==> src/hw/rtl/rstoi_pkg.sv <==
// Types, constants and digit decode for the radix string converter
package rstoi_pkg;

    localparam int VALUE_BITS = 32;
    localparam int COUNT_BITS = 8;
    localparam int RADIX_BITS = 6;
    localparam int CHAR_BITS  = 8;

    localparam logic [RADIX_BITS-1:0] RADIX_RESET = RADIX_BITS'(16);
    localparam logic [RADIX_BITS-1:0] RADIX_AUTO  = RADIX_BITS'(0);
    localparam logic [RADIX_BITS-1:0] RADIX_OCT   = RADIX_BITS'(8);
    localparam logic [RADIX_BITS-1:0] RADIX_DEC   = RADIX_BITS'(10);
    localparam logic [RADIX_BITS-1:0] RADIX_HEX   = RADIX_BITS'(16);

    // digit codes
    localparam logic [CHAR_BITS-1:0] DIG_NONE = 8'hFF;
    localparam logic [CHAR_BITS-1:0] DIG_ZERO = 8'd0;
    localparam logic [CHAR_BITS-1:0] DIG_X    = 8'd33;

    // characters
    localparam logic [CHAR_BITS-1:0] CH_SPACE = 8'h20;
    localparam logic [CHAR_BITS-1:0] CH_TAB   = 8'h09;
    localparam logic [CHAR_BITS-1:0] CH_PLUS  = 8'h2B;
    localparam logic [CHAR_BITS-1:0] CH_MINUS = 8'h2D;
    localparam logic [CHAR_BITS-1:0] CH_0     = 8'h30;
    localparam logic [CHAR_BITS-1:0] CH_9     = 8'h39;
    localparam logic [CHAR_BITS-1:0] CH_UA    = 8'h41;
    localparam logic [CHAR_BITS-1:0] CH_UZ    = 8'h5A;
    localparam logic [CHAR_BITS-1:0] CH_LA    = 8'h61;
    localparam logic [CHAR_BITS-1:0] CH_LZ    = 8'h7A;
    localparam logic [CHAR_BITS-1:0] UPPER_OFS = 8'd55;  // 'A' - 10
    localparam logic [CHAR_BITS-1:0] LOWER_OFS = 8'd87;  // 'a' - 10

    typedef struct packed {
        logic [CHAR_BITS-1:0] character;
        logic                 restart;
    } t_in_item;

    typedef struct packed {
        logic [VALUE_BITS-1:0] number;
        logic                  failed;
        logic [COUNT_BITS-1:0] consumed_length;
    } t_out_item;

    typedef enum logic [2:0] {
        PH_LEAD   = 3'd0,  // leading blanks
        PH_SIGN   = 3'd1,  // sign taken
        PH_AUTO0  = 3'd2,  // leading 0 in auto mode
        PH_AUTOX  = 3'd3,  // first digit after 0x in auto mode
        PH_HEX0   = 3'd4,  // leading 0 in radix 16
        PH_DIGITS = 3'd5
    } t_phase;

    typedef struct packed {
        t_phase                phase;
        logic [VALUE_BITS-1:0] acc;
        logic [RADIX_BITS-1:0] active_radix;
        logic                  negative;
        logic                  error_seen;
        logic [COUNT_BITS-1:0] position;
    } t_state;

    localparam t_state STATE_RESET = '{
        phase:        PH_LEAD,
        acc:          '0,
        active_radix: '0,
        negative:     1'b0,
        error_seen:   1'b0,
        position:     '0
    };

    // character to digit value 0..35, DIG_NONE when not alphanumeric
    function automatic logic [CHAR_BITS-1:0] digit_of(input logic [CHAR_BITS-1:0] c);
        logic [CHAR_BITS-1:0] d;
        d = DIG_NONE;
        if (c >= CH_0 && c <= CH_9) begin
            d = c - CH_0;
        end else if (c >= CH_UA && c <= CH_UZ) begin
            d = c - UPPER_OFS;
        end else if (c >= CH_LA && c <= CH_LZ) begin
            d = c - LOWER_OFS;
        end
        return d;
    endfunction

endpackage

==> src/hw/rtl/rstoi_step.sv <==
// Per-character state update and result generation of the converter
module rstoi_step (
    input  rstoi_pkg::t_in_item                 i_item,
    input  rstoi_pkg::t_state                   i_state,
    input  logic [rstoi_pkg::RADIX_BITS-1:0]    i_radix,
    output rstoi_pkg::t_state                   o_state,
    output logic                                o_emit,
    output rstoi_pkg::t_out_item                o_result
);
    import rstoi_pkg::*;

    localparam int PROD_W = VALUE_BITS + RADIX_BITS + 1;

    typedef enum logic [2:0] {
        P_BLANK,      // skip a blank
        P_SIGNCH,     // take a sign
        P_AUTO_ZERO,  // leading 0 in auto mode
        P_HEX_ZERO,   // leading 0 in radix 16
        P_XCH,        // x of an 0x prefix
        P_FIRST,      // first significant digit
        P_DIGIT       // digit or terminator
    } t_path;

    t_state                s;
    logic [CHAR_BITS-1:0]  c;
    logic [CHAR_BITS-1:0]  d;
    t_path                 path;
    t_phase                x_phase;
    logic [RADIX_BITS-1:0] af_r;
    logic [RADIX_BITS-1:0] ds_r;
    logic [VALUE_BITS-1:0] ds_acc;
    logic [PROD_W-1:0]     prod;
    logic                  af_bad;
    logic                  ds_term;
    logic                  ds_ok;
    logic [COUNT_BITS-1:0] pos_adv;
    logic [VALUE_BITS-1:0] value;

    // restart drops the conversion before this character is looked at
    assign s = i_item.restart ? STATE_RESET : i_state;
    assign c = i_item.character;
    assign d = digit_of(c);

    // decode: which action this character takes
    always_comb begin
        path    = P_BLANK;
        x_phase = PH_DIGITS;
        af_r    = i_radix;
        ds_r    = s.active_radix;
        ds_acc  = s.acc;
        case (s.phase)
            PH_AUTO0: begin
                if (d == DIG_X) begin
                    path    = P_XCH;
                    x_phase = PH_AUTOX;
                end else begin
                    path   = P_DIGIT;
                    ds_r   = RADIX_OCT;
                    ds_acc = '0;
                end
            end
            PH_AUTOX: begin
                path = P_FIRST;
                af_r = RADIX_HEX;
            end
            PH_HEX0: begin
                if (d == DIG_X) begin
                    path    = P_XCH;
                    x_phase = PH_DIGITS;
                end else begin
                    path = P_DIGIT;
                end
            end
            PH_DIGITS: begin
                path = P_DIGIT;
            end
            default: begin
                // leading phase, sign phase and unused codes
                if (s.phase != PH_SIGN && (c == CH_SPACE || c == CH_TAB)) begin
                    path = P_BLANK;
                end else if (s.phase != PH_SIGN && (c == CH_PLUS || c == CH_MINUS)) begin
                    path = P_SIGNCH;
                end else if (i_radix == RADIX_AUTO) begin
                    if (d == DIG_ZERO) begin
                        path = P_AUTO_ZERO;
                    end else begin
                        path = P_FIRST;
                        af_r = RADIX_DEC;
                    end
                end else if (i_radix == RADIX_HEX && d == DIG_ZERO) begin
                    path = P_HEX_ZERO;
                end else begin
                    path = P_FIRST;
                end
            end
        endcase
    end

    // multiply-accumulate with overflow seen in the bits above the value
    assign prod    = PROD_W'(ds_acc) * PROD_W'(ds_r) + PROD_W'(d);
    assign ds_term = (d == DIG_NONE);
    assign ds_ok   = (ds_r != '0) && (d < CHAR_BITS'(ds_r))
                     && (prod[PROD_W-1:VALUE_BITS] == '0);
    assign af_bad  = (af_r == '0) || (d >= CHAR_BITS'(af_r));
    assign pos_adv = (s.position != {COUNT_BITS{1'b1}}) ? s.position + 1'b1 : s.position;
    assign value   = s.negative ? (VALUE_BITS'(0) - ds_acc) : ds_acc;

    // next state
    always_comb begin
        o_state = s;
        case (path)
            P_BLANK: begin
                o_state.position = pos_adv;
            end
            P_SIGNCH: begin
                o_state.negative = (c == CH_MINUS);
                o_state.position = pos_adv;
                o_state.phase    = PH_SIGN;
            end
            P_AUTO_ZERO: begin
                o_state.position = pos_adv;
                o_state.phase    = PH_AUTO0;
            end
            P_HEX_ZERO: begin
                o_state.active_radix = RADIX_HEX;
                o_state.acc          = '0;
                o_state.position     = pos_adv;
                o_state.phase        = PH_HEX0;
            end
            P_XCH: begin
                o_state.position = pos_adv;
                o_state.phase    = x_phase;
            end
            P_FIRST: begin
                if (af_bad) begin
                    o_state = STATE_RESET;
                end else begin
                    o_state.active_radix = af_r;
                    o_state.acc          = VALUE_BITS'(d);
                    o_state.position     = pos_adv;
                    o_state.phase        = PH_DIGITS;
                end
            end
            P_DIGIT: begin
                o_state.phase        = PH_DIGITS;
                o_state.active_radix = ds_r;
                if (ds_term) begin
                    o_state = STATE_RESET;
                end else if (ds_ok) begin
                    o_state.acc      = prod[VALUE_BITS-1:0];
                    o_state.position = pos_adv;
                end else begin
                    o_state.error_seen = 1'b1;
                    o_state.acc        = '0;
                    o_state.position   = pos_adv;
                end
            end
            default: begin
                o_state = s;
            end
        endcase
    end

    // result: invalid first digit, or terminator after digits
    always_comb begin
        o_emit   = 1'b0;
        o_result = '{number: '1, failed: 1'b1, consumed_length: '0};
        if (path == P_FIRST && af_bad) begin
            o_emit = 1'b1;
        end else if (path == P_DIGIT && ds_term) begin
            o_emit                   = 1'b1;
            o_result.number          = s.error_seen ? {VALUE_BITS{1'b1}} : value;
            o_result.failed          = s.error_seen;
            o_result.consumed_length = s.position;
        end
    end

endmodule

==> src/hw/rtl/radix_string_to_integer.sv <==
// Top level of the streaming radix string to integer converter
//
//  channel | handshake               | payload
//  --------+-------------------------+--------------------------------------
//  in      | i_in_valid / o_in_ready | i_in_item  (character, restart)
//  out     | o_out_valid/ i_out_ready| o_out_item (number, failed, length)
//  cfg     | i_cfg_valid/ o_cfg_ready| i_cfg_radix (6 bits)
//
// One character per cycle while the output is not stalled. An item is taken into
// the input register, then decoded, multiplied by the radix and accumulated from
// there, and its result passes through the result register to the output.
// Synchronous active-low reset clears the conversion state and sets radix 16.
// A stalled output only holds up a character that would give a new result.
module radix_string_to_integer (
    input  logic                                i_clk,
    input  logic                                i_rst_n,
    input  logic                                i_in_valid,
    output logic                                o_in_ready,
    input  rstoi_pkg::t_in_item                 i_in_item,
    output logic                                o_out_valid,
    input  logic                                i_out_ready,
    output rstoi_pkg::t_out_item                o_out_item,
    input  logic                                i_cfg_valid,
    output logic                                o_cfg_ready,
    input  logic [rstoi_pkg::RADIX_BITS-1:0]    i_cfg_radix
);
    import rstoi_pkg::*;

    t_in_item              r_in;
    logic                  r_in_valid;
    t_state                r_state;
    t_state                n_state;
    logic [RADIX_BITS-1:0] r_radix;
    t_out_item             r_out;
    logic                  r_out_valid;
    logic                  step_emit;
    t_out_item             step_result;
    logic                  fire;

    rstoi_step u_step (
        .i_item   (r_in),
        .i_state  (r_state),
        .i_radix  (r_radix),
        .o_state  (n_state),
        .o_emit   (step_emit),
        .o_result (step_result)
    );

    // an item proceeds unless its result would land on a full output register
    assign fire        = r_in_valid && (!step_emit || !r_out_valid || i_out_ready);
    assign o_in_ready  = !r_in_valid || fire;
    assign o_cfg_ready = 1'b1;
    assign o_out_valid = r_out_valid;
    assign o_out_item  = r_out;

    // input register
    always_ff @(posedge i_clk) begin
        if (!i_rst_n) begin
            r_in_valid <= 1'b0;
        end else if (i_in_valid && o_in_ready) begin
            r_in_valid <= 1'b1;
        end else if (fire) begin
            r_in_valid <= 1'b0;
        end
    end

    always_ff @(posedge i_clk) begin
        if (i_in_valid && o_in_ready) begin
            r_in <= i_in_item;
        end
    end

    // conversion state and radix register
    always_ff @(posedge i_clk) begin
        if (!i_rst_n) begin
            r_state <= STATE_RESET;
            r_radix <= RADIX_RESET;
        end else begin
            if (fire) begin
                r_state <= n_state;
            end
            if (i_cfg_valid) begin
                r_radix <= i_cfg_radix;
            end
        end
    end

    // result register
    always_ff @(posedge i_clk) begin
        if (!i_rst_n) begin
            r_out_valid <= 1'b0;
        end else if (fire && step_emit) begin
            r_out_valid <= 1'b1;
        end else if (i_out_ready) begin
            r_out_valid <= 1'b0;
        end
    end

    always_ff @(posedge i_clk) begin
        if (fire && step_emit) begin
            r_out <= step_result;
        end
    end

endmodule

==> config.mk <==
export PLATFORM = sky130hd
export DESIGN_NAME = radix_string_to_integer
export DESIGN_NICKNAME = d
export VERILOG_FILES = /design/src/hw/rtl/rstoi_pkg.sv /design/src/hw/rtl/rstoi_step.sv /design/src/hw/rtl/radix_string_to_integer.sv
export SDC_FILE = /design/constraint.sdc
export NUM_CORES = 1
export LEC_CHECK = 0
export BUFFER_PORTS_ARGS = -buffer_cell sky130_fd_sc_hd__buf_4
export CAP_MARGIN = 20
export CORE_ASPECT_RATIO = 2
export CORE_UTILIZATION = 45
export DETAILED_ROUTE_END_ITERATION = 6
export SETUP_SLACK_MARGIN = 0.4
export SLEW_MARGIN = 30
export SYNTH_ARGS = -nofsm -noshare
export SYNTH_HDL_FRONTEND = slang
export SYNTH_SLANG_ARGS = --single-unit
export TNS_END_PERCENT = 1
==> constraint.sdc <==
create_clock -name i_clk -period 10.1 [get_ports i_clk]
set_clock_uncertainty 0.15 [all_clocks]
set_input_delay 0.505 -clock i_clk [delete_from_list [all_inputs] [get_ports i_clk]]
set_output_delay 0.505 -clock i_clk [all_outputs]
set_load 0.05 [all_outputs]
==> flow_summary_export.csv <==
group,metric,value,unit
outcome,status,"complete, no violations",
critical_path,regToRegSetupSlack,0.97,ns
die,initial_utilization,46.0,%
worst_hold_path,worst_hold_path_endpoint,"r_in[0]",
clocking,clock_sinks,109,
worst_hold_path,min_path_cells,1,
critical_path,arrival,9.27,ns
sta,hold-worst-slack,0.162,ns
logic_synthesis,synth_most_common_cell,"sky130_fd_sc_hd__and3_1",
sta,max_slew.worst_pin.slew,0.953,ns
die,core_area,29000,um^2
clocking,ctsRootBufferMaster,"sky130_fd_sc_hd__clkbuf_16",
critical_path,timing.critical_path.slowest_cell_delay,0.53,ns
die,fp.dieW,124,um
critical_path,r2r-start,"r_in[1]",
sta,setup_violations,0,
global_route,groute.usage.overall,28.1,%
cells_and_area,layout.nets,1769,
logic_synthesis,count_of_cell_types_in_the_netlist,86,
sta,finalWorstPathRequiredPeriod,9.13,ns
worst_hold_path,hold_path.startpoint,"i_in_item[0]",
sta,slew_viol_final,0,
placement,final_weighted_congestion_in_routability_driven_placement,0.951,
sta,setup_total_negative_slack,0,ns
critical_path,crit_path_top_delay_cell,"sky130_fd_sc_hd__fa_1",
critical_path,worst_setup_path_startpoint,"r_in[1]",
pwr,peak_vdd_ir,0.0686,mV
global_route,gr-total-overflow,0,
critical_path,timing.critical_path.from_type,"register",
die,die_height,245,um
sta,final-hold-violation-count,0,
clocking,worst_skew_pair.late_latency,0.37,ns
logic_synthesis,syn-mean-instance-area,8.63,um^2
die,floorplan.die_area,30300,um^2
cells_and_area,final_layout_size_suffix_gt1_share,9.57,%
pwr,areal_power_density_over_the_cells,73.3,nW/um^2
clocking,clock_tree.buffer_depth,2,
clocking,tritoncts,"built",
logic_synthesis,synth.largest_area_cell,"sky130_fd_sc_hd__fa_1",
global_route,antenna_found_initial,0,
global_route,busiest_layer,"met2",
sta,timing.final.crit_share,90.4,%
die,num_io_pins,64,
critical_path,timing.setup.critical_path_class,"reg -> reg",
route,via_count,11700,
logic_synthesis,synthesis.yosys.warnings,0,
route,detailedRoute.firstIterationViolations,727,
logic_synthesis,synth_seq_cells,109,
clocking,cts_made_buffers,9,
logic_synthesis,synth.area.top_cells,"sky130_fd_sc_hd__fa_1 19%, sky130_fd_sc_hd__edfxtp_1 11%, sky130_fd_sc_hd__ha_1 9.6%",
logic_synthesis,commonest_cells_post_synth,"162 x sky130_fd_sc_hd__and3_1, 148 x sky130_fd_sc_hd__nand2_1, 126 x sky130_fd_sc_hd__fa_1, 102 x sky130_fd_sc_hd__ha_1, 93 x sky130_fd_sc_hd__clkbuf_1",
critical_path,r2r-end,"r_state[25]",
placement,io_buffer_count,62,
sta,max-slew-margin-rel,36.4,%
critical_path,required,10.24,ns
logic_synthesis,synth_enable_flop_cells,50,
critical_path,cp_max_fo,75,
die,placementRows,88,
logic_synthesis,synth.cell_area,13300,um^2
clocking,htreeDepth,3,
logic_synthesis,postSynthCellCount,1544,
global_route,grtUsageMet2,54.2,%
pwr,power_leakage,6.70,nW
route,dr.pass1.iters,5,
flow_run,cap_viol_max_count,0,
clocking,cts_hold_repair.buffers,0,
global_route,grt.met3_usage,2.62,%
route,drc,0,
global_route,grt_max_degree,76,
cells_and_area,antennaDiodeCount,0,
critical_path,worstSetupEndpointType,"register",
placement,dp.final_hpwl,31200,um
global_route,first_global_vias,12300,
logic_synthesis,postSynth.asyncResetShare,0,%
route,antenna_left,0,
route,routed_wire_length_per_instance,21.2,um
global_route,grt_pass1_wl,64800,um
global_route,gr-usage-met1,27.9,%
critical_path,worstRegToRegCells,29,
worst_hold_path,hold_path_class,"in -> reg",
clocking,path_clk_slew,0.07,ns
logic_synthesis,synth_sequential_area_ratio,20.1,%
sta,unrepaired_setup_endpoints_after_global_routing,"no",
sta,achievable-frequency,109,MHz
route,route.detailed.vias_per_inst,6.18,
route,finalWirelength,40100,um
logic_synthesis,synthDominantCellAreaShare,18.9,%
logic_synthesis,synth_ff_type,"sky130_fd_sc_hd__dfxtp_1",
logic_synthesis,postSynthNetCount,1792,
cells_and_area,synthToLayoutAreaGrowth,7.81,%
-- cells in the final DEF, fill, tap and decap left out, types with 7 or more instances in the layout --
master,instances
sky130_fd_sc_hd__and3_1,162
sky130_fd_sc_hd__nand2_1,148
sky130_fd_sc_hd__fa_1,126
sky130_fd_sc_hd__ha_1,102
sky130_fd_sc_hd__nor2_1,88
sky130_fd_sc_hd__a21oi_1,88
sky130_fd_sc_hd__buf_4,82
sky130_fd_sc_hd__inv_1,74
sky130_fd_sc_hd__o21ai_0,74
sky130_fd_sc_hd__dfxtp_1,59
sky130_fd_sc_hd__edfxtp_1,50
sky130_fd_sc_hd__and2_1,38
sky130_fd_sc_hd__nand3_1,32
sky130_fd_sc_hd__xnor2_1,30
sky130_fd_sc_hd__nor3_1,27
sky130_fd_sc_hd__xor2_1,24
sky130_fd_sc_hd__o21ai_1,22
sky130_fd_sc_hd__a21o_1,19
sky130_fd_sc_hd__nor2b_1,18
sky130_fd_sc_hd__a31oi_1,14
sky130_fd_sc_hd__o21a_1,13
sky130_fd_sc_hd__o211ai_1,13
sky130_fd_sc_hd__nand4_1,13
sky130_fd_sc_hd__nand2b_1,12
sky130_fd_sc_hd__o31ai_1,10
sky130_fd_sc_hd__a211oi_1,9
sky130_fd_sc_hd__or3_1,9
sky130_fd_sc_hd__clkbuf_16,9
sky130_fd_sc_hd__nor4_1,8
sky130_fd_sc_hd__o21bai_1,8
sky130_fd_sc_hd__mux2i_1,8
sky130_fd_sc_hd__or4_1,7
-- cell families after synthesis --
family | after synthesis | share of synthesized area (%)
AOI/OAI and AO/OA | 346 | 17.1
xor gates and xnor gates | 54 | 3.55
adders and majority gates | 228 | 28.5
buffers and inverters | 196 | 6.06
DFF | 109 | 20.1
muxes | 13 | 1.02
other | 1 | 0.0281
and+or+nand+nor | 597 | 23.6
-- sequential cells by signal, summed over array words and instances, names as in the netlist --
signal,flops
r_in,9
o_out_item,41
r_in_valid,1
o_out_valid,1
r_state,51
r_radix,6
-- final cells by class --
| cell class | instances | area, um^2 |
|---|---|---|
| timing repair buffer | 86 | 694 |
| fill | 2823 | 14600 |
| clock buffer | 9 | 225 |
| sequential | 109 | 2680 |
| tap | 360 | 450 |
| multi-input combinational | 1239 | 9890 |
| inverter | 76 | 285 |
| clock inverter | 7 | 138 |
-- through the flow --
stage | util, % | setup slack (ns) | power, mW | area (um^2) | instances
2_1_floorplan | - | 1.34 | 0.578 | 13300 | 1544
3_3_place_gp | 48.0 | 0.429 | 0.618 | 13900 | 1864
3_5_place_dp | 48.1 | 0.197 | 0.620 | 13900 | 1865
4_1_cts | 49.4 | 0.465 | 1.06 | 14300 | 1881
5_1_grt | 49.6 | 0.458 | 1.09 | 14400 | 1886
6_report | 49.6 | 0.967 | 1.05 | 14400 | 1886
-- per-layer routing --
metal	up-vias	wire length (um)
met5	-	0
li1	5406	-
met3	138	1210
met1	5757	13700
met2	350	22600
met4	0	2520
-- how the worst max path moves through the flow --
stage	endpoint	slack [ns]	cells after the start
2_1_floorplan	r_state[33]	1.34	37
3_3_place_gp	r_state[22]	0.43	30
3_5_place_dp	r_state[22]	0.20	30
4_1_cts	r_state[22]	0.46	27
5_1_grt	r_state[25]	0.46	29
6_report	r_state[25]	0.97	29
-- critical path: cells and delay by family (launching register included) --
family / cells / cell delay, ns
simple gates: 7 / 1.77
fa+ha+maj: 6 / 2.39
flops: 1 / 0.51
buf+inv: 4 / 0.95
compound gates: 12 / 3.26
-- power by group --
group | total, mW | switching, mW | internal (mW)
clock network | 0.439 | 0.172 | 0.267
logic | 0.135 | 0.0909 | 0.0442
registers | 0.479 | 0.0114 | 0.467
-- repair_timing --
item | in CTS | in global routing
resized for setup | 2 | 9
setup buffers | 0 | 5
endpoints found under the setup margin | 24 | 33
Power figures use the tool's default switching activity.
